**config.mk**
```make
export PLATFORM = sky130hd
export DESIGN_NAME = scoreboard_display_blink_beep
export DESIGN_NICKNAME = d
export VERILOG_FILES = /design/src/sv/sbd_pkg.sv /design/src/sv/sbd_render.sv /design/src/sv/sbd_sequencer.sv /design/src/sv/sbd_datapath.sv /design/src/sv/scoreboard_display_blink_beep.sv
export SDC_FILE = /design/constraint.sdc
export NUM_CORES = 1
export LEC_CHECK = 0
export ABC_AREA = 0
export BUFFER_PORTS_ARGS = -buffer_cell sky130_fd_sc_hd__buf_2
export CORE_ASPECT_RATIO = 1.5
export CORE_MARGIN = 5
export CORE_UTILIZATION = 40
export DETAILED_ROUTE_END_ITERATION = 8
export SKIP_CTS_REPAIR_TIMING = 1
export SYNTH_ARGS = -nofsm -noshare
export SYNTH_HDL_FRONTEND = slang
export SYNTH_SLANG_ARGS = --single-unit
```
**constraint.sdc**
```tcl
create_clock -name clk -period 6.58 [get_ports clk]
set_clock_uncertainty 0.05 [all_clocks]
set_input_delay 0.329 -clock clk [delete_from_list [all_inputs] [get_ports clk]]
set_output_delay 0.329 -clock clk [all_outputs]
set_load 0.005 [all_outputs]
```
**src/sv/sbd_pkg.sv**
```systemverilog
// ----------------------------------------------------------------------------
// sbd_pkg: shared types, constants and microcode for the scoreboard driver
// Holds the microprogram ROM, the segment table and the option bit positions.
// ----------------------------------------------------------------------------
`default_nettype none

package sbd_pkg;

    // Number of display groups and the width of a group index
    localparam int GROUPS = 16;
    localparam int GRP_W  = (GROUPS > 1) ? $clog2(GROUPS) : 1;

    localparam logic [9:0] MAX_VAL = 10'd999;

    // Option bits
    localparam int OPT_DASHES     = 0;
    localparam int OPT_DEC        = 1;
    localparam int OPT_DOT        = 2;
    localparam int OPT_ZERO_GREEN = 3;
    localparam int OPT_ZERO_RED   = 4;
    localparam int OPT_NOBLINK    = 5;
    localparam int OPT_NOBEEP     = 6;
    localparam int OPT_GREEN      = 7;

    localparam logic [7:0] SEG_DASH = 8'h08;
    localparam logic [7:0] DOT_BIT  = 8'h80;

    localparam logic [3:0] BLINK_RELOAD_RST = 4'd10;
    localparam logic [2:0] BEEP_RELOAD_RST  = 3'd4;

    typedef enum logic [0:0] {
        CFG_BLINK_RELOAD = 1'b0,
        CFG_BEEP_RELOAD  = 1'b1
    } cfg_idx_t;

    // Datapath operations, one per control word
    typedef enum logic [2:0] {
        OP_IDLE    = 3'd0,  // wait for an input beat and latch it
        OP_REFRESH = 3'd1,  // compare/store one group, arm counters
        OP_TICK    = 3'd2,  // beeper step, all blink counters step
        OP_LOAD    = 3'd3,  // fetch value and blink phase of current group
        OP_DIV     = 3'd4,  // hundreds digit and remainder
        OP_EMIT    = 3'd5,  // format and load the output register
        OP_NULL    = 3'd6   // load an all-zero, not-valid result
    } op_t;

    // Jump conditions
    typedef enum logic [2:0] {
        COND_NEVER     = 3'd0,
        COND_ALWAYS    = 3'd1,
        COND_TICK      = 3'd2,
        COND_BAD_GROUP = 3'd3,
        COND_NO_BLINK  = 3'd4,
        COND_MORE      = 3'd5
    } cond_t;

    typedef logic [3:0] step_t;

    localparam step_t STEP_IDLE     = 4'd0;
    localparam step_t STEP_REFRESH  = 4'd1;
    localparam step_t STEP_R_DIV    = 4'd2;
    localparam step_t STEP_R_EMIT   = 4'd3;
    localparam step_t STEP_TICK     = 4'd4;
    localparam step_t STEP_LOAD     = 4'd5;
    localparam step_t STEP_T_DIV    = 4'd6;
    localparam step_t STEP_T_EMIT   = 4'd7;
    localparam step_t STEP_T_RET    = 4'd8;
    localparam step_t STEP_NULL     = 4'd9;

    // One control word: operation, jump condition, jump target.
    // No jump means the next step in sequence.
    typedef struct packed {
        op_t   op;
        cond_t cond;
        step_t target;
    } uword_t;

    // Status from the datapath for jump decisions
    typedef struct packed {
        logic out_free;
        logic bad_group;
        logic any_blink;
        logic more;
    } dp_status_t;

    function automatic uword_t ucode(input step_t s);
        uword_t w;
        case (s)
            STEP_IDLE:    w = '{OP_IDLE,    COND_TICK,      STEP_TICK};
            STEP_REFRESH: w = '{OP_REFRESH, COND_BAD_GROUP, STEP_NULL};
            STEP_R_DIV:   w = '{OP_DIV,     COND_NEVER,     STEP_IDLE};
            STEP_R_EMIT:  w = '{OP_EMIT,    COND_ALWAYS,    STEP_IDLE};
            STEP_TICK:    w = '{OP_TICK,    COND_NO_BLINK,  STEP_NULL};
            STEP_LOAD:    w = '{OP_LOAD,    COND_NEVER,     STEP_IDLE};
            STEP_T_DIV:   w = '{OP_DIV,     COND_NEVER,     STEP_IDLE};
            STEP_T_EMIT:  w = '{OP_EMIT,    COND_MORE,      STEP_LOAD};
            STEP_T_RET:   w = '{OP_IDLE,    COND_ALWAYS,    STEP_IDLE};
            STEP_NULL:    w = '{OP_NULL,    COND_ALWAYS,    STEP_IDLE};
            default:      w = '{OP_IDLE,    COND_ALWAYS,    STEP_IDLE};
        endcase
        return w;
    endfunction

    // Seven-segment pattern of one decimal digit
    function automatic logic [7:0] digit_seg(input logic [3:0] d);
        logic [7:0] s;
        case (d)
            4'd0:    s = 8'h77;
            4'd1:    s = 8'h41;
            4'd2:    s = 8'h3B;
            4'd3:    s = 8'h6B;
            4'd4:    s = 8'h4D;
            4'd5:    s = 8'h6E;
            4'd6:    s = 8'h7E;
            4'd7:    s = 8'h43;
            4'd8:    s = 8'h7F;
            4'd9:    s = 8'h6F;
            default: s = 8'h00;
        endcase
        return s;
    endfunction

endpackage

`default_nettype wire

```
**src/sv/sbd_render.sv**
```systemverilog
// ----------------------------------------------------------------------------
// sbd_render: segment formatter
// Splits the remainder into tens and ones and builds the three segment bytes.
// ----------------------------------------------------------------------------
`default_nettype none

module sbd_render (
    input  wire logic [3:0] hund,      // hundreds digit
    input  wire logic [6:0] rem,       // value mod 100
    input  wire logic       num_zero,
    input  wire logic [7:0] opts,
    input  wire logic       refresh,   // refresh redraw (explicit zero bits apply)
    input  wire logic       grp_odd,
    input  wire logic       blank,
    output logic      [7:0] seg_ones,
    output logic      [7:0] seg_tens,
    output logic      [7:0] seg_hundreds
);

    logic [14:0] prod;
    logic [3:0]  tens_d;
    logic [3:0]  ones_d;
    logic [7:0]  dot;
    logic        zero_ok;

    // rem / 10 by reciprocal, exact for every 7-bit rem
    assign prod   = 15'(rem) * 15'd205;
    assign tens_d = prod[14:11];
    assign ones_d = 4'(rem - 7'(tens_d) * 7'd10);
    assign dot    = opts[sbd_pkg::OPT_DOT] ? sbd_pkg::DOT_BIT : 8'h00;
    assign zero_ok = grp_odd ? opts[sbd_pkg::OPT_ZERO_GREEN]
                             : opts[sbd_pkg::OPT_ZERO_RED];

    always_comb
    begin
        if (blank)
        begin
            seg_ones     = 8'h00;
            seg_tens     = 8'h00;
            seg_hundreds = 8'h00;
        end
        else if (num_zero && refresh && !zero_ok)
        begin
            seg_ones     = dot;
            seg_tens     = 8'h00;
            seg_hundreds = 8'h00;
        end
        else if (num_zero && opts[sbd_pkg::OPT_DASHES])
        begin
            seg_ones     = sbd_pkg::SEG_DASH | dot;
            seg_tens     = sbd_pkg::SEG_DASH;
            seg_hundreds = sbd_pkg::SEG_DASH;
        end
        else
        begin
            seg_ones     = sbd_pkg::digit_seg(ones_d) | dot;
            seg_tens     = (hund == 4'd0 && tens_d == 4'd0) ? 8'h00
                                                            : sbd_pkg::digit_seg(tens_d);
            seg_hundreds = (hund == 4'd0) ? 8'h00 : sbd_pkg::digit_seg(hund);
        end
    end

endmodule

`default_nettype wire

```
**src/sv/sbd_sequencer.sv**
```systemverilog
// ----------------------------------------------------------------------------
// sbd_sequencer: microprogram step counter
// Steps through the control ROM, holds on handshakes, takes conditional jumps.
// ----------------------------------------------------------------------------
`default_nettype none

module sbd_sequencer (
    input  wire logic                clk,
    input  wire logic                rst_n,
    input  wire logic                in_valid,
    input  wire logic                in_mode,
    input  wire sbd_pkg::dp_status_t status,
    output sbd_pkg::op_t             op,
    output logic                     in_ready
);

    sbd_pkg::step_t  step_reg;
    sbd_pkg::step_t  step_next;
    sbd_pkg::uword_t uw;
    logic            hold;
    logic            jump;

    assign uw = sbd_pkg::ucode(step_reg);
    assign op = uw.op;

    // Only the idle step takes an input beat
    assign in_ready = (step_reg == sbd_pkg::STEP_IDLE);

    always_comb
    begin
        case (uw.op)
            sbd_pkg::OP_IDLE: hold = !in_valid && (uw.cond == sbd_pkg::COND_TICK);
            sbd_pkg::OP_EMIT,
            sbd_pkg::OP_NULL: hold = !status.out_free;
            default:          hold = 1'b0;
        endcase
    end

    always_comb
    begin
        case (uw.cond)
            sbd_pkg::COND_NEVER:     jump = 1'b0;
            sbd_pkg::COND_ALWAYS:    jump = 1'b1;
            sbd_pkg::COND_TICK:      jump = in_mode;
            sbd_pkg::COND_BAD_GROUP: jump = status.bad_group;
            sbd_pkg::COND_NO_BLINK:  jump = !status.any_blink;
            sbd_pkg::COND_MORE:      jump = status.more;
            default:                 jump = 1'b0;
        endcase
    end

    always_comb
    begin
        if (hold)
            step_next = step_reg;
        else if (jump)
            step_next = uw.target;
        else
            step_next = step_reg + 4'd1;
    end

    always_ff @(posedge clk or negedge rst_n)
    begin
        if (!rst_n)
            step_reg <= sbd_pkg::STEP_IDLE;
        else
            step_reg <= step_next;
    end

endmodule

`default_nettype wire

```
**src/sv/sbd_datapath.sv**
```systemverilog
// ----------------------------------------------------------------------------
// sbd_datapath: state, arithmetic and output register of the scoreboard
// Executes one microcode operation per cycle under control of the sequencer.
// ----------------------------------------------------------------------------
`default_nettype none

module sbd_datapath (
    input  wire logic                clk,
    input  wire logic                rst_n,
    input  wire sbd_pkg::op_t        op,
    output sbd_pkg::dp_status_t      status,
    // input beat
    input  wire logic                in_valid,
    input  wire logic                in_mode,
    input  wire logic [3:0]          in_group,
    input  wire logic [9:0]          in_value,
    input  wire logic [7:0]          in_options,
    // register writes
    input  wire logic                cfg_we,
    input  wire sbd_pkg::cfg_idx_t   cfg_idx,
    input  wire logic [3:0]          cfg_wdata,
    // result beat
    output logic                     out_valid,
    input  wire logic                out_ready,
    output logic [3:0]               out_group,
    output logic [7:0]               seg_ones,
    output logic [7:0]               seg_tens,
    output logic [7:0]               seg_hundreds,
    output logic                     group_valid,
    output logic                     beeper,
    output logic                     last
);

    localparam int GW = sbd_pkg::GRP_W;
    localparam int NG = sbd_pkg::GROUPS;
    localparam logic [GW-1:0] LAST_IDX = GW'(NG - 1);

    // Persistent state
    logic [9:0]    shown_reg [NG];
    logic [9:0]    shown_next [NG];
    logic [3:0]    blink_reg [NG];
    logic [3:0]    blink_next [NG];
    logic [2:0]    beep_cnt_reg, beep_cnt_next;
    logic          beeper_reg, beeper_next;
    logic [7:0]    opts_reg;
    logic [3:0]    blink_reload_reg;
    logic [2:0]    beep_reload_reg;

    // Working registers
    logic [3:0]    grp_reg;
    logic [9:0]    val_reg;
    logic          refresh_reg;
    logic [GW-1:0] idx_reg;
    logic [9:0]    num_reg;
    logic          blank_reg;
    logic [3:0]    hund_reg;
    logic [6:0]    rem_reg;

    // Output register
    logic          out_valid_reg;
    logic [3:0]    out_group_reg;
    logic [7:0]    ones_reg, tens_reg, hund_seg_reg;
    logic          gvalid_reg;
    logic          beep_out_reg;
    logic          last_reg;

    logic          out_free;
    logic          bad_group;
    logic          any_blink;
    logic [GW-1:0] rd_addr;
    logic [9:0]    rd_value;
    logic [9:0]    v_sat;
    logic          notify;
    logic [15:0]   div_prod;
    logic [3:0]    div_hund;
    logic [7:0]    r_ones, r_tens, r_hund;

    assign out_free  = !out_valid_reg || out_ready;
    assign bad_group = 32'(grp_reg) >= NG;

    always_comb
    begin
        any_blink = 1'b0;
        for (int i = 0; i < NG; i++)
            any_blink = any_blink | (blink_reg[i] != 4'd0);
    end

    assign status.out_free  = out_free;
    assign status.bad_group = bad_group;
    assign status.any_blink = any_blink;
    assign status.more      = idx_reg != LAST_IDX;

    // Single read port on the value store
    assign rd_addr  = (op == sbd_pkg::OP_REFRESH) ? GW'(grp_reg) : idx_reg;
    assign rd_value = shown_reg[rd_addr];

    assign v_sat  = (val_reg > sbd_pkg::MAX_VAL) ? sbd_pkg::MAX_VAL : val_reg;
    assign notify = (v_sat != rd_value)
                 && (!grp_reg[0] || opts_reg[sbd_pkg::OPT_GREEN])
                 && (opts_reg[sbd_pkg::OPT_DEC] || (v_sat > rd_value));

    // value / 100 by reciprocal, exact below 1000
    assign div_prod = 16'(num_reg) * 16'd41;
    assign div_hund = div_prod[15:12];

    sbd_render u_render (
        .hund         (hund_reg),
        .rem          (rem_reg),
        .num_zero     (num_reg == 10'd0),
        .opts         (opts_reg),
        .refresh      (refresh_reg),
        .grp_odd      (grp_reg[0]),
        .blank        (blank_reg),
        .seg_ones     (r_ones),
        .seg_tens     (r_tens),
        .seg_hundreds (r_hund)
    );

    // Store and counter updates
    always_comb
    begin
        shown_next    = shown_reg;
        blink_next    = blink_reg;
        beep_cnt_next = beep_cnt_reg;
        beeper_next   = beeper_reg;
        case (op)
            sbd_pkg::OP_REFRESH:
            begin
                if (!bad_group)
                begin
                    shown_next[rd_addr] = v_sat;
                    if (notify && !opts_reg[sbd_pkg::OPT_NOBLINK])
                        blink_next[rd_addr] = blink_reload_reg;
                    if (notify && !opts_reg[sbd_pkg::OPT_NOBEEP])
                        beep_cnt_next = beep_reload_reg;
                end
            end
            sbd_pkg::OP_TICK:
            begin
                if (beep_cnt_reg != 3'd0)
                begin
                    beeper_next   = !beep_cnt_reg[0];
                    beep_cnt_next = beep_cnt_reg - 3'd1;
                end
                for (int i = 0; i < NG; i++)
                    if (blink_reg[i] != 4'd0)
                        blink_next[i] = blink_reg[i] - 4'd1;
            end
            default:
            begin
            end
        endcase
    end

    always_ff @(posedge clk or negedge rst_n)
    begin
        if (!rst_n)
        begin
            for (int i = 0; i < NG; i++)
            begin
                shown_reg[i] <= 10'd0;
                blink_reg[i] <= 4'd0;
            end
            beep_cnt_reg     <= 3'd0;
            beeper_reg       <= 1'b0;
            opts_reg         <= 8'd0;
            blink_reload_reg <= sbd_pkg::BLINK_RELOAD_RST;
            beep_reload_reg  <= sbd_pkg::BEEP_RELOAD_RST;
            refresh_reg      <= 1'b0;
            idx_reg          <= '0;
            out_valid_reg    <= 1'b0;
        end
        else
        begin
            shown_reg    <= shown_next;
            blink_reg    <= blink_next;
            beep_cnt_reg <= beep_cnt_next;
            beeper_reg   <= beeper_next;

            if (cfg_we)
            begin
                case (cfg_idx)
                    sbd_pkg::CFG_BLINK_RELOAD: blink_reload_reg <= cfg_wdata;
                    sbd_pkg::CFG_BEEP_RELOAD:  beep_reload_reg  <= cfg_wdata[2:0];
                    default:
                    begin
                    end
                endcase
            end

            if (op == sbd_pkg::OP_IDLE && in_valid)
            begin
                refresh_reg <= !in_mode;
                if (!in_mode)
                    opts_reg <= in_options;
            end

            if (op == sbd_pkg::OP_TICK)
                idx_reg <= '0;
            else if (op == sbd_pkg::OP_EMIT && out_free && !refresh_reg)
                idx_reg <= idx_reg + GW'(1);

            if ((op == sbd_pkg::OP_EMIT || op == sbd_pkg::OP_NULL) && out_free)
                out_valid_reg <= 1'b1;
            else if (out_ready)
                out_valid_reg <= 1'b0;
        end
    end

    // Payload registers
    always_ff @(posedge clk)
    begin
        if (op == sbd_pkg::OP_IDLE && in_valid)
        begin
            grp_reg <= in_group;
            val_reg <= in_value;
        end

        case (op)
            sbd_pkg::OP_REFRESH:
            begin
                num_reg   <= v_sat;
                blank_reg <= 1'b0;
            end
            sbd_pkg::OP_LOAD:
            begin
                num_reg   <= rd_value;
                blank_reg <= blink_reg[idx_reg][0];
            end
            sbd_pkg::OP_DIV:
            begin
                hund_reg <= div_hund;
                rem_reg  <= 7'(num_reg - 10'(div_hund) * 10'd100);
            end
            sbd_pkg::OP_EMIT:
            begin
                if (out_free)
                begin
                    out_group_reg <= refresh_reg ? grp_reg : 4'(idx_reg);
                    ones_reg      <= r_ones;
                    tens_reg      <= r_tens;
                    hund_seg_reg  <= r_hund;
                    gvalid_reg    <= 1'b1;
                    beep_out_reg  <= beeper_reg;
                    last_reg      <= refresh_reg || (idx_reg == LAST_IDX);
                end
            end
            sbd_pkg::OP_NULL:
            begin
                if (out_free)
                begin
                    out_group_reg <= 4'd0;
                    ones_reg      <= 8'd0;
                    tens_reg      <= 8'd0;
                    hund_seg_reg  <= 8'd0;
                    gvalid_reg    <= 1'b0;
                    beep_out_reg  <= beeper_reg;
                    last_reg      <= 1'b1;
                end
            end
            default:
            begin
            end
        endcase
    end

    assign out_valid    = out_valid_reg;
    assign out_group    = out_group_reg;
    assign seg_ones     = ones_reg;
    assign seg_tens     = tens_reg;
    assign seg_hundreds = hund_seg_reg;
    assign group_valid  = gvalid_reg;
    // beeper level as of the beat, held with it while stalled
    assign beeper       = beep_out_reg;
    assign last         = last_reg;

endmodule

`default_nettype wire

```
**src/sv/scoreboard_display_blink_beep.sv**
```systemverilog
// ----------------------------------------------------------------------------
// scoreboard_display_blink_beep: seven-segment scoreboard driver
// Refreshes groups, runs blink and beep counters, emits segment bytes.
// ----------------------------------------------------------------------------
// Usage
//   Input stream (s_*): one beat per item. s_tuser is the item kind:
//   0 refresh one group, 1 half-second tick. A refresh yields one result
//   beat; a tick yields one beat per group (tlast on the last group) while
//   any blink counter was running, else one not-valid beat (tuser 0).
//   Config port (cfg_*): always ready; index 0 blink reload, 1 beep reload.
//   Write it only while the block is idle.
//   Sequence: a refresh runs the refresh, divide and emit steps, then
//   returns to idle; its result loads into the output register at the
//   emit step. A tick with redraw runs one step for the counters, then
//   load, divide and format for each group, then one return step. A tick
//   without redraw runs the counter step and the null step. The steps come
//   from the microprogram, one control word per cycle unless held at idle or
//   at an emitting step, sharing one divide/format unit over all groups.
//   s_tready is high only while the sequencer sits at its idle step.
//   Stall: the output register holds its beat while m_tready is low; the
//   sequencer waits at the emitting step, the input side may still have
//   taken the item beforehand.
//   Reset: all group values and counters zero, beeper off, reloads 10 and 4.
// ----------------------------------------------------------------------------
`default_nettype none

module scoreboard_display_blink_beep (
    input  wire logic        clk,
    input  wire logic        rst_n,
    // input items
    input  wire logic        s_tvalid,
    output logic             s_tready,
    input  wire logic [23:0] s_tdata,   // group[3:0], value[13:4], options[21:14], pad
    input  wire logic        s_tuser,   // mode
    // results
    output logic             m_tvalid,
    input  wire logic        m_tready,
    output logic [31:0]      m_tdata,   // out_group[3:0], seg_ones[11:4], seg_tens[19:12],
                                        // seg_hundreds[27:20], beeper[28], pad
    output logic             m_tuser,   // group_valid
    output logic             m_tlast,   // last
    // register writes
    input  wire logic        cfg_valid,
    output logic             cfg_ready,
    input  wire logic        cfg_index,
    input  wire logic [3:0]  cfg_data
);

    sbd_pkg::op_t        op;
    sbd_pkg::dp_status_t status;
    logic                in_ready;
    logic [3:0]          out_group;
    logic [7:0]          seg_ones;
    logic [7:0]          seg_tens;
    logic [7:0]          seg_hundreds;
    logic                beeper;

    // Always able to take a register write
    assign cfg_ready = 1'b1;

    // Only the idle step takes an input beat
    assign s_tready  = in_ready;

    sbd_sequencer u_seq (
        .clk      (clk),
        .rst_n    (rst_n),
        .in_valid (s_tvalid),
        .in_mode  (s_tuser),
        .status   (status),
        .op       (op),
        .in_ready (in_ready)
    );

    sbd_datapath u_dp (
        .clk          (clk),
        .rst_n        (rst_n),
        .op           (op),
        .status       (status),
        .in_valid     (s_tvalid && s_tready),
        .in_mode      (s_tuser),
        .in_group     (s_tdata[3:0]),
        .in_value     (s_tdata[13:4]),
        .in_options   (s_tdata[21:14]),
        .cfg_we       (cfg_valid && cfg_ready),
        .cfg_idx      (sbd_pkg::cfg_idx_t'(cfg_index)),
        .cfg_wdata    (cfg_data),
        .out_valid    (m_tvalid),
        .out_ready    (m_tready),
        .out_group    (out_group),
        .seg_ones     (seg_ones),
        .seg_tens     (seg_tens),
        .seg_hundreds (seg_hundreds),
        .group_valid  (m_tuser),
        .beeper       (beeper),
        .last         (m_tlast)
    );

    assign m_tdata = {3'b000, beeper, seg_hundreds, seg_tens, seg_ones, out_group};

endmodule

`default_nettype wire

```
==> impl_metrics.env, run 1 <==
export IMPL_synth_area_per_cell_um2=10.8
export IMPL_dr_wl_met3_mm=1.58
export IMPL_synthCells=1704
export IMPL_grt_max_degree=165
export IMPL_ys_ff_latch=325
export IMPL_wl_per_cell_um=18.2
export IMPL_grt_use_total=0.173
export IMPL_routed_wl_mm=43.2
export IMPL_io_buffers=63
export IMPL_syn_cell_area_um2=18400
export IMPL_drc_errors=0
export IMPL_grt_pass1_vias=13500
export IMPL_stdcell_count=2369
export IMPL_clock_latency_ns=0.54
export IMPL_cp_slowest_cell="a211oi_1"
export IMPL_max_freq_ghz=0.167
export IMPL_timing_final_crit_share=0.909
export IMPL_synth_edf_count=65
export IMPL_crit_chain="ha_1 -> ha_1 -> fa_1 -> inv_1 -> fa_1 -> inv_1 -> ha_1 -> a211oi_1 -> a211oi_1 -> a41oi_1 -> xnor2_1 -> ha_1 -> fa_1 -> xnor2_1 -> xnor3_1 -> and4_1 -> nor4_1 -> a21oi_1"
export IMPL_cts_htree_levels=2
export IMPL_initial_utilization=0.403
export IMPL_gp_congestion=0.832
export IMPL_crit_type="flip-flop to flip-flop"
export IMPL_synth_distinct_cells=74
export IMPL_fin_tns_setup_ns=0
export IMPL_fillers=4228
export IMPL_slew_viol_final=0
export IMPL_final_antenna_net_count=0
export IMPL_clock_sinks=325
export IMPL_yosysSeqAreaShare=0.458
export IMPL_placedCellCount=2283
export IMPL_cts_clk_slew_worst_paths_ns=0.06
export IMPL_slew_headroom=0.237
export IMPL_nets=1940
export IMPL_worstMarginPinSlew_ns=1.12
export IMPL_drt_vias_per_instance=5.49
export IMPL_die_h_um=273
export IMPL_rsz0062_at_grt="false"
export IMPL_cts_root_buffer="clkbuf_16"
export IMPL_yosysWarnings=0
export IMPL_dp_hpwl_mm=30.1
export IMPL_cp_common_cell="ha_1"
export IMPL_worstHoldPathType="primary input to flip-flop"
export IMPL_path_max_fanout=7
export IMPL_top_layer="met4"
export IMPL_synth_ff_type="dfrtp_1"
export IMPL_slowest_delay_ns=0.59
export IMPL_violations="negative hold slack"
export IMPL_io_pins=72
export IMPL_cts_tree="done"
export IMPL_drtIter0Drc=736
export IMPL_period_needed_ns=5.98
export IMPL_critical_path_endpoint_type="flip-flop"
export IMPL_clock_path_buffers=3
export IMPL_hold_ws_ns=-0.0167
export IMPL_antenna_found_initial=0
export IMPL_hold_viol_final=1
export IMPL_async_reset_ff_frac=0.778
export IMPL_coreArea_um2=45600
export IMPL_gr_total_overflow=0
export IMPL_maxCapViolCount=0
export IMPL_cp_data_required_time_ns=6.79
export IMPL_drive_gt1_frac=0.173
export IMPL_dieArea_um2=50500
export IMPL_largest_register_ffs=160
export IMPL_cp_start_kind="flip-flop"
export IMPL_met1Wirelength_mm=17.6
export IMPL_firstDrtPassIters=5
export IMPL_syn2layout_area_growth_pct=12.5
export IMPL_via_count=13000
export IMPL_setup_viol=0
export IMPL_die_width_um=185
export IMPL_crit_arrival_ns=6.19
export IMPL_grt_pass1_wl_mm=70.7
export IMPL_rows=96
export IMPL_reg2reg_setup_slack_ns=0.60
export IMPL_antenna_cells=0
export IMPL_cts_made_buffers=35
export IMPL_dr_wl_met2_mm=22.5
export IMPL_outcome="complete, but fails checks"
-- critical path, delay by kind of cell, from the launching register on --
family,cells,cell delay (ns)
fa+ha+maj,7,2.51
compound gates,4,1.10
xor+xnor,3,0.79
simple gates,2,0.70
flops,1,0.44
buf+inv,2,0.10
-- routing by layer --
metal,global-route usage,vias to the layer above
met3,0.0230,93
met4,0.0620,0
met2,0.317,238
met1,0.205,6427
li1,-,6243
met5,0,-
-- cell usage after synthesis (all sizes together) (11+ instances only) --
cell	instances	share of area
nand2b	17	0.0058
a31oi	16	0.0054
a211o	37	0.018
clkbuf	79	0.016
nand3	11	0.0030
nand2	223	0.045
nand4	11	0.0037
nor3b	17	0.0069
mux4	44	0.054
a21oi	60	0.016
dfrtp	250	0.34
inv	104	0.021
a211oi	35	0.015
o21ai	104	0.030
edfxtp	65	0.11
a221oi	15	0.0071
ha	137	0.093
buf	20	0.0064
nor3	31	0.0084
fa	14	0.015
mux2	97	0.059
nor4b	12	0.0065
and2	15	0.0051
mux2i	39	0.021
nor2	109	0.022
-- through the flow --
step	hold slack, ns	utilization	setup WS, ns	instance area (µm²)
2_1_floorplan	-0.0166	-	1.24	18400
3_3_place_gp	0.368	0.424	0.758	19400
3_5_place_dp	0.369	0.424	0.633	19400
4_1_cts	-0.208	0.449	0.617	20500
5_1_grt	0.00448	0.453	0.342	20700
6_report	-0.0167	0.453	0.602	20700
-- logic make-up after synthesis --
group	synth area share
fa+ha+maj	0.108
simple gates	0.125
flops	0.458
mux	0.135
other cells	0.000408
xor+xnor	0.0103
compound gates	0.119
buf+inv	0.0437
-- path summary, 6_finish.rpt --
| kind | start | endpoint | depth (start not counted) |
|---|---|---|---|
| max reg2reg | u_dp.rem_reg[4] | u_dp.seg_ones[5] | 18 |
| max | u_dp.rem_reg[4] | u_dp.seg_ones[5] | 18 |
| min | cfg_data[1] | u_dp.blink_reload_reg[1] | 3 |
| max in group asynchronous | rst_n | u_dp.shown_reg[26] | 3 |
| min reg2reg | u_dp.shown_reg[5] | u_dp.shown_reg[5] | 2 |
| min in group asynchronous | rst_n | u_dp.blink_reg[41] | 2 |
-- placed cells by master (no fill, tap or decap), types with 19 or more instances in the layout --
cell / instances
dlygate4sd3_1: 22
a211o_1: 37
clkbuf_16: 35
mux2_2: 97
mux4_2: 44
a21oi_1: 60
o21ai_0: 89
buf_2: 62
edfxtp_1: 65
nor3_1: 30
nor2_1: 108
mux2i_1: 35
nand2_1: 223
ha_1: 137
inv_1: 104
dfrtp_1: 250
buf_4: 19
a211oi_1: 34
-- cell type report --
class | instances | area [µm²] | area share
clock inverter | 10 | 123 | 0.00593
multi-input combinational | 1180 | 9260 | 0.448
timing repair buffer | 108 | 768 | 0.0371
tap | 588 | 736 | 0.0356
sequential | 325 | 8430 | 0.407
inverter | 104 | 390 | 0.0189
clock buffer | 54 | 987 | 0.0477
Power of run 1 is left out: the tool's default activity adds up to more than one toggle a clock period on the data nets, which glitch-free logic cannot reach.
==> inputs of run 2 (changes only) <==
clock period = 6 ns   (was 6.58 ns; I/O delays follow)
==> impl_metrics.env, run 2 (synthesis results as in run 1) <==
export IMPL_antenna_cells=0
export IMPL_slew_headroom=0.281
export IMPL_wl_per_cell_um=18.7
export IMPL_drtIter0Drc=824
export IMPL_drc_errors=0
export IMPL_cts_root_buffer="clkbuf_16"
export IMPL_slew_viol_final=0
export IMPL_path_max_fanout=7
export IMPL_maxCapViolCount=0
export IMPL_dieArea_um2=50500
export IMPL_dpl_cell_area_um2=19500
export IMPL_syn2layout_area_growth_pct=13.4
export IMPL_drive_gt1_frac=0.181
export IMPL_outcome="completed"
export IMPL_clock_sinks=325
export IMPL_clock_path_buffers=3
export IMPL_crit_arrival_ns=5.83
export IMPL_rows=96
export IMPL_setup_viol=0
export IMPL_worstReg2RegStart="u_dp.rem_reg[4]"
export IMPL_cts_htree_levels=2
export IMPL_grt_max_degree=167
export IMPL_cts_made_buffers=35
export IMPL_grt_use_total=0.177
export IMPL_dp_hpwl_mm=30.9
export IMPL_max_freq_ghz=0.178
export IMPL_timing_final_crit_share=0.935
export IMPL_die_h_um=273
export IMPL_hp_start="s_tdata[21]"
export IMPL_final_antenna_net_count=0
export IMPL_final_cell_area_um2=20900
export IMPL_cts_clk_slew_worst_paths_ns=0.07
export IMPL_crit_type="flip-flop to flip-flop"
export IMPL_initial_utilization=0.403
export IMPL_io_buffers=63
export IMPL_critical_path_endpoint_type="flip-flop"
export IMPL_via_count=13100
export IMPL_worstHoldPathType="primary input to flip-flop"
export IMPL_cp_start_kind="flip-flop"
export IMPL_io_pins=72
export IMPL_gp_congestion=0.855
export IMPL_clock_latency_ns=0.54
export IMPL_grt_pass1_vias=13600
export IMPL_die_width_um=185
export IMPL_hold_viol_final=0
export IMPL_cts_tree="done"
export IMPL_reg2reg_setup_slack_ns=0.39
export IMPL_coreArea_um2=45600
export IMPL_antenna_found_initial=0
export IMPL_drt_vias_per_instance=5.49
export IMPL_cp_startpoint="u_dp.rem_reg[4]"
export IMPL_cp_data_required_time_ns=6.22
export IMPL_grt_pass1_wl_mm=72.3
export IMPL_routed_wl_mm=44.5
export IMPL_worstMarginPinSlew_ns=1.07
export IMPL_firstDrtPassIters=5
export IMPL_final_common_cell="dfrtp_1"
export IMPL_most_common_layout_cells="dfrtp_1 (250), nand2_1 (223), ha_1 (137), nor2_1 (108), inv_1 (104)"
export IMPL_largest_register_ffs=160
export IMPL_gr_total_overflow=0
export IMPL_period_needed_ns=5.61
export IMPL_nets=1956
export IMPL_rsz0062_at_grt="false"
## run 2: metal layers
metal | vias up | routed length (µm) | global-route usage
li1 | 6242 | - | -
met1 | 6497 | 18200 | 0.215
met5 | - | 0 | 0
met3 | 92 | 1590 | 0.0232
met4 | 0 | 1590 | 0.0655
met2 | 265 | 23100 | 0.319
## run 2: per-stage QoR
stage	instances	hold slack, ns	worst slack [ns]	util	setup TNS [ns]
after global placement	2296	0.327	0.147	0.426	0
after CTS	2359	-0.245	-0.0473	0.452	-0.0902
after global routing	2384	0.00352	0.0111	0.457	0
final	2384	0.00581	0.390	0.457	0
after detailed placement	2296	0.327	-0.0175	0.426	-0.0175
after floorplan	1708	-0.0456	0.661	-	0
## run 2: worst paths after layout
kind                       cells past startpoint             endpoint
setup reg to reg                              18     u_dp.seg_ones[1]
setup / recovery                              18     u_dp.seg_ones[1]
hold reg to reg                                0          u_dp.beeper
hold / removal                                 2     u_dp.opts_reg[7]
min in group asynchronous                      2   u_dp.blink_reg[41]
max in group asynchronous                      3  u_dp.shown_reg[115]
## run 2: final cells by class
cell class,count,area (µm²)
Clock buffer,47,951
Clock inverter,16,201
Fill cell,4188,24800
Inverter,104,390
Multi-Input combinational cell,1180,9280
Sequential cell,325,8430
Tap cell,588,736
Timing Repair Buffer,124,896
## run 2: worst max-delay path, stage by stage (launching register included)
cell	delay (ns)
edfxtp_1	0.46
ha_1	0.34
ha_1	0.30
fa_1	0.51
inv_1	0.05
fa_1	0.50
inv_1	0.04
ha_1	0.26
a211oi_1	0.07
a211oi_2	0.38
a41oi_1	0.26
xnor2_1	0.20
ha_1	0.21
fa_1	0.38
xnor2_1	0.16
xnor3_1	0.36
and4_1	0.27
nor4_1	0.40
a21oi_1	0.13
Power of run 2 is left out for the same reason.
==> inputs of run 3 (changes only) <==
CORE_ASPECT_RATIO = 2   (was 1.5)
==> impl_metrics.env, run 3 (synthesis results as in run 1) <==
export IMPL_cts_clk_slew_worst_paths_ns=0.07
export IMPL_clock_latency_ns=0.59
export IMPL_crit_buf_inv=2
export IMPL_coreArea_um2=45700
export IMPL_clock_path_buffers=3
export IMPL_die_h_um=313
export IMPL_grt_pass1_wl_mm=74.7
export IMPL_cts_htree_levels=1
export IMPL_rows=111
export IMPL_outcome="completed"
export IMPL_most_common_layout_cells="dfrtp_1 (250), nand2_1 (223), ha_1 (137), nor2_1 (108), inv_1 (104)"
export IMPL_drive_gt1_frac=0.174
export IMPL_io_buffers=63
export IMPL_cts_tree="done"
export IMPL_worstHoldPathType="primary input to flip-flop"
export IMPL_grt_pass1_vias=13800
export IMPL_syn2layout_area_growth_pct=12.1
export IMPL_critPathTopFamily="adder cells"
export IMPL_wl_per_cell_um=19.9
export IMPL_initial_utilization=0.403
export IMPL_crit_arrival_ns=5.97
export IMPL_gp_congestion=0.855
export IMPL_cp_data_required_time_ns=6.27
export IMPL_routed_wl_mm=46.6
export IMPL_reg2reg_depth=18
export IMPL_antenna_found_initial=2
export IMPL_rsz0062_at_grt="false"
export IMPL_maxCapViolCount=0
export IMPL_drc_errors=0
export IMPL_die_width_um=162
export IMPL_firstDrtPassIters=5
export IMPL_crit_type="flip-flop to flip-flop"
export IMPL_setup_viol=0
export IMPL_fin_tns_setup_ns=0
export IMPL_timing_final_crit_share=0.950
export IMPL_critical_path_endpoint_type="flip-flop"
export IMPL_cts_made_buffers=30
export IMPL_clock_sinks=325
export IMPL_cts_root_buffer="clkbuf_16"
export IMPL_dp_hpwl_mm=33.5
export IMPL_dpl_cell_area_um2=19300
export IMPL_path_max_fanout=7
export IMPL_slowest_delay_ns=0.54
export IMPL_gr_total_overflow=0
export IMPL_drt_vias_per_instance=5.66
export IMPL_cp_common_cell="ha_1"
export IMPL_dieArea_um2=50700
export IMPL_via_count=13300
export IMPL_crit_chain="ha_1 -> ha_1 -> fa_1 -> inv_1 -> fa_1 -> inv_1 -> ha_1 -> a211oi_1 -> a211oi_2 -> a41oi_1 -> xnor2_1 -> ha_1 -> fa_1 -> xnor2_1 -> xnor3_1 -> and4_1 -> nor4_1 -> a21oi_1"
export IMPL_max_freq_ghz=0.176
export IMPL_cp_start_kind="flip-flop"
export IMPL_final_common_cell="dfrtp_1"
export IMPL_fillers=4187
export IMPL_grt_max_degree=148
export IMPL_regArea_um2=8430
export IMPL_slew_viol_final=0
export IMPL_slew_headroom=0.218
export IMPL_multi_input_area_um2=9270
export IMPL_cp_slowest_cell="fa_1"
export IMPL_grt_use_total=0.184
export IMPL_period_needed_ns=5.70
export IMPL_final_antenna_net_count=0
export IMPL_io_pins=72
export IMPL_reg2reg_setup_slack_ns=0.30
export IMPL_largest_register_ffs=160
export IMPL_worstMarginPinSlew_ns=1.17
export IMPL_path_depth=18
export IMPL_final_cell_area_um2=20600
export IMPL_drtIter0Drc=724
export IMPL_hold_depth=3
export IMPL_hold_viol_final=0
export IMPL_nets=1941
## run 3: cell types whose count changed in the layout (fill, tap and decap cells not counted), sizes merged
| cell | delta |
|---|---|
| clkinv | -3 |
| buf | -12 |
| clkbuf | -2 |
| bufinv | -2 |
| diode | +2 |
| inv | -2 |
| dlygate4sd3 | +2 |
## run 3: final cells by class
cell class / instances / area share
multi-input combinational: 1180 / 0.449
tap: 565 / 0.0343
clock inverter: 9 / 0.00412
timing repair buffer: 114 / 0.0406
sequential: 325 / 0.408
antenna: 2 / 0.000243
inverter: 104 / 0.0189
clock buffer: 45 / 0.0443
## run 3: worst register-to-register path, stage by stage (launching register included)
cell	delay [ns]
edfxtp_1	0.45
ha_1	0.33
ha_1	0.30
fa_1	0.54
inv_1	0.06
fa_1	0.50
inv_1	0.04
ha_1	0.28
a211oi_1	0.28
a211oi_2	0.13
a41oi_1	0.36
xnor2_1	0.14
ha_1	0.21
fa_1	0.39
xnor2_1	0.17
xnor3_1	0.36
and4_1	0.28
nor4_1	0.45
a21oi_1	0.12
## run 3: per-layer routing
layer,up-vias,GRT usage,wire (µm)
met1,6649,0.199,17100
met3,100,0.0172,1580
met4,0,0.0822,2170
met2,306,0.357,25700
li1,6203,-,-
met5,-,0,0
## run 3: final timing paths
path | startpoint | to
max | u_dp.rem_reg[4] | u_dp.seg_ones[5]
min | m_tready | u_dp.out_valid
max reg2reg | u_dp.rem_reg[4] | u_dp.seg_ones[5]
min reg2reg | u_dp.shown_reg[130] | u_dp.shown_reg[130]
max in group asynchronous | rst_n | u_dp.shown_reg[155]
min in group asynchronous | rst_n | u_dp.blink_reg[41]
## run 3: through the flow
step / hold WS (ns) / instances / setup slack [ns] / util
after floorplan: -0.0456 / 1708 / 0.661 / -
after global placement: 0.372 / 2261 / 0.118 / 0.423
after detailed placement: 0.381 / 2261 / 0.0111 / 0.423
after CTS: -0.242 / 2315 / -0.00173 / 0.445
after global routing: 0.0259 / 2344 / 0.0702 / 0.452
final: 0.0130 / 2344 / 0.302 / 0.452
Power of run 3 is left out for the same reason.
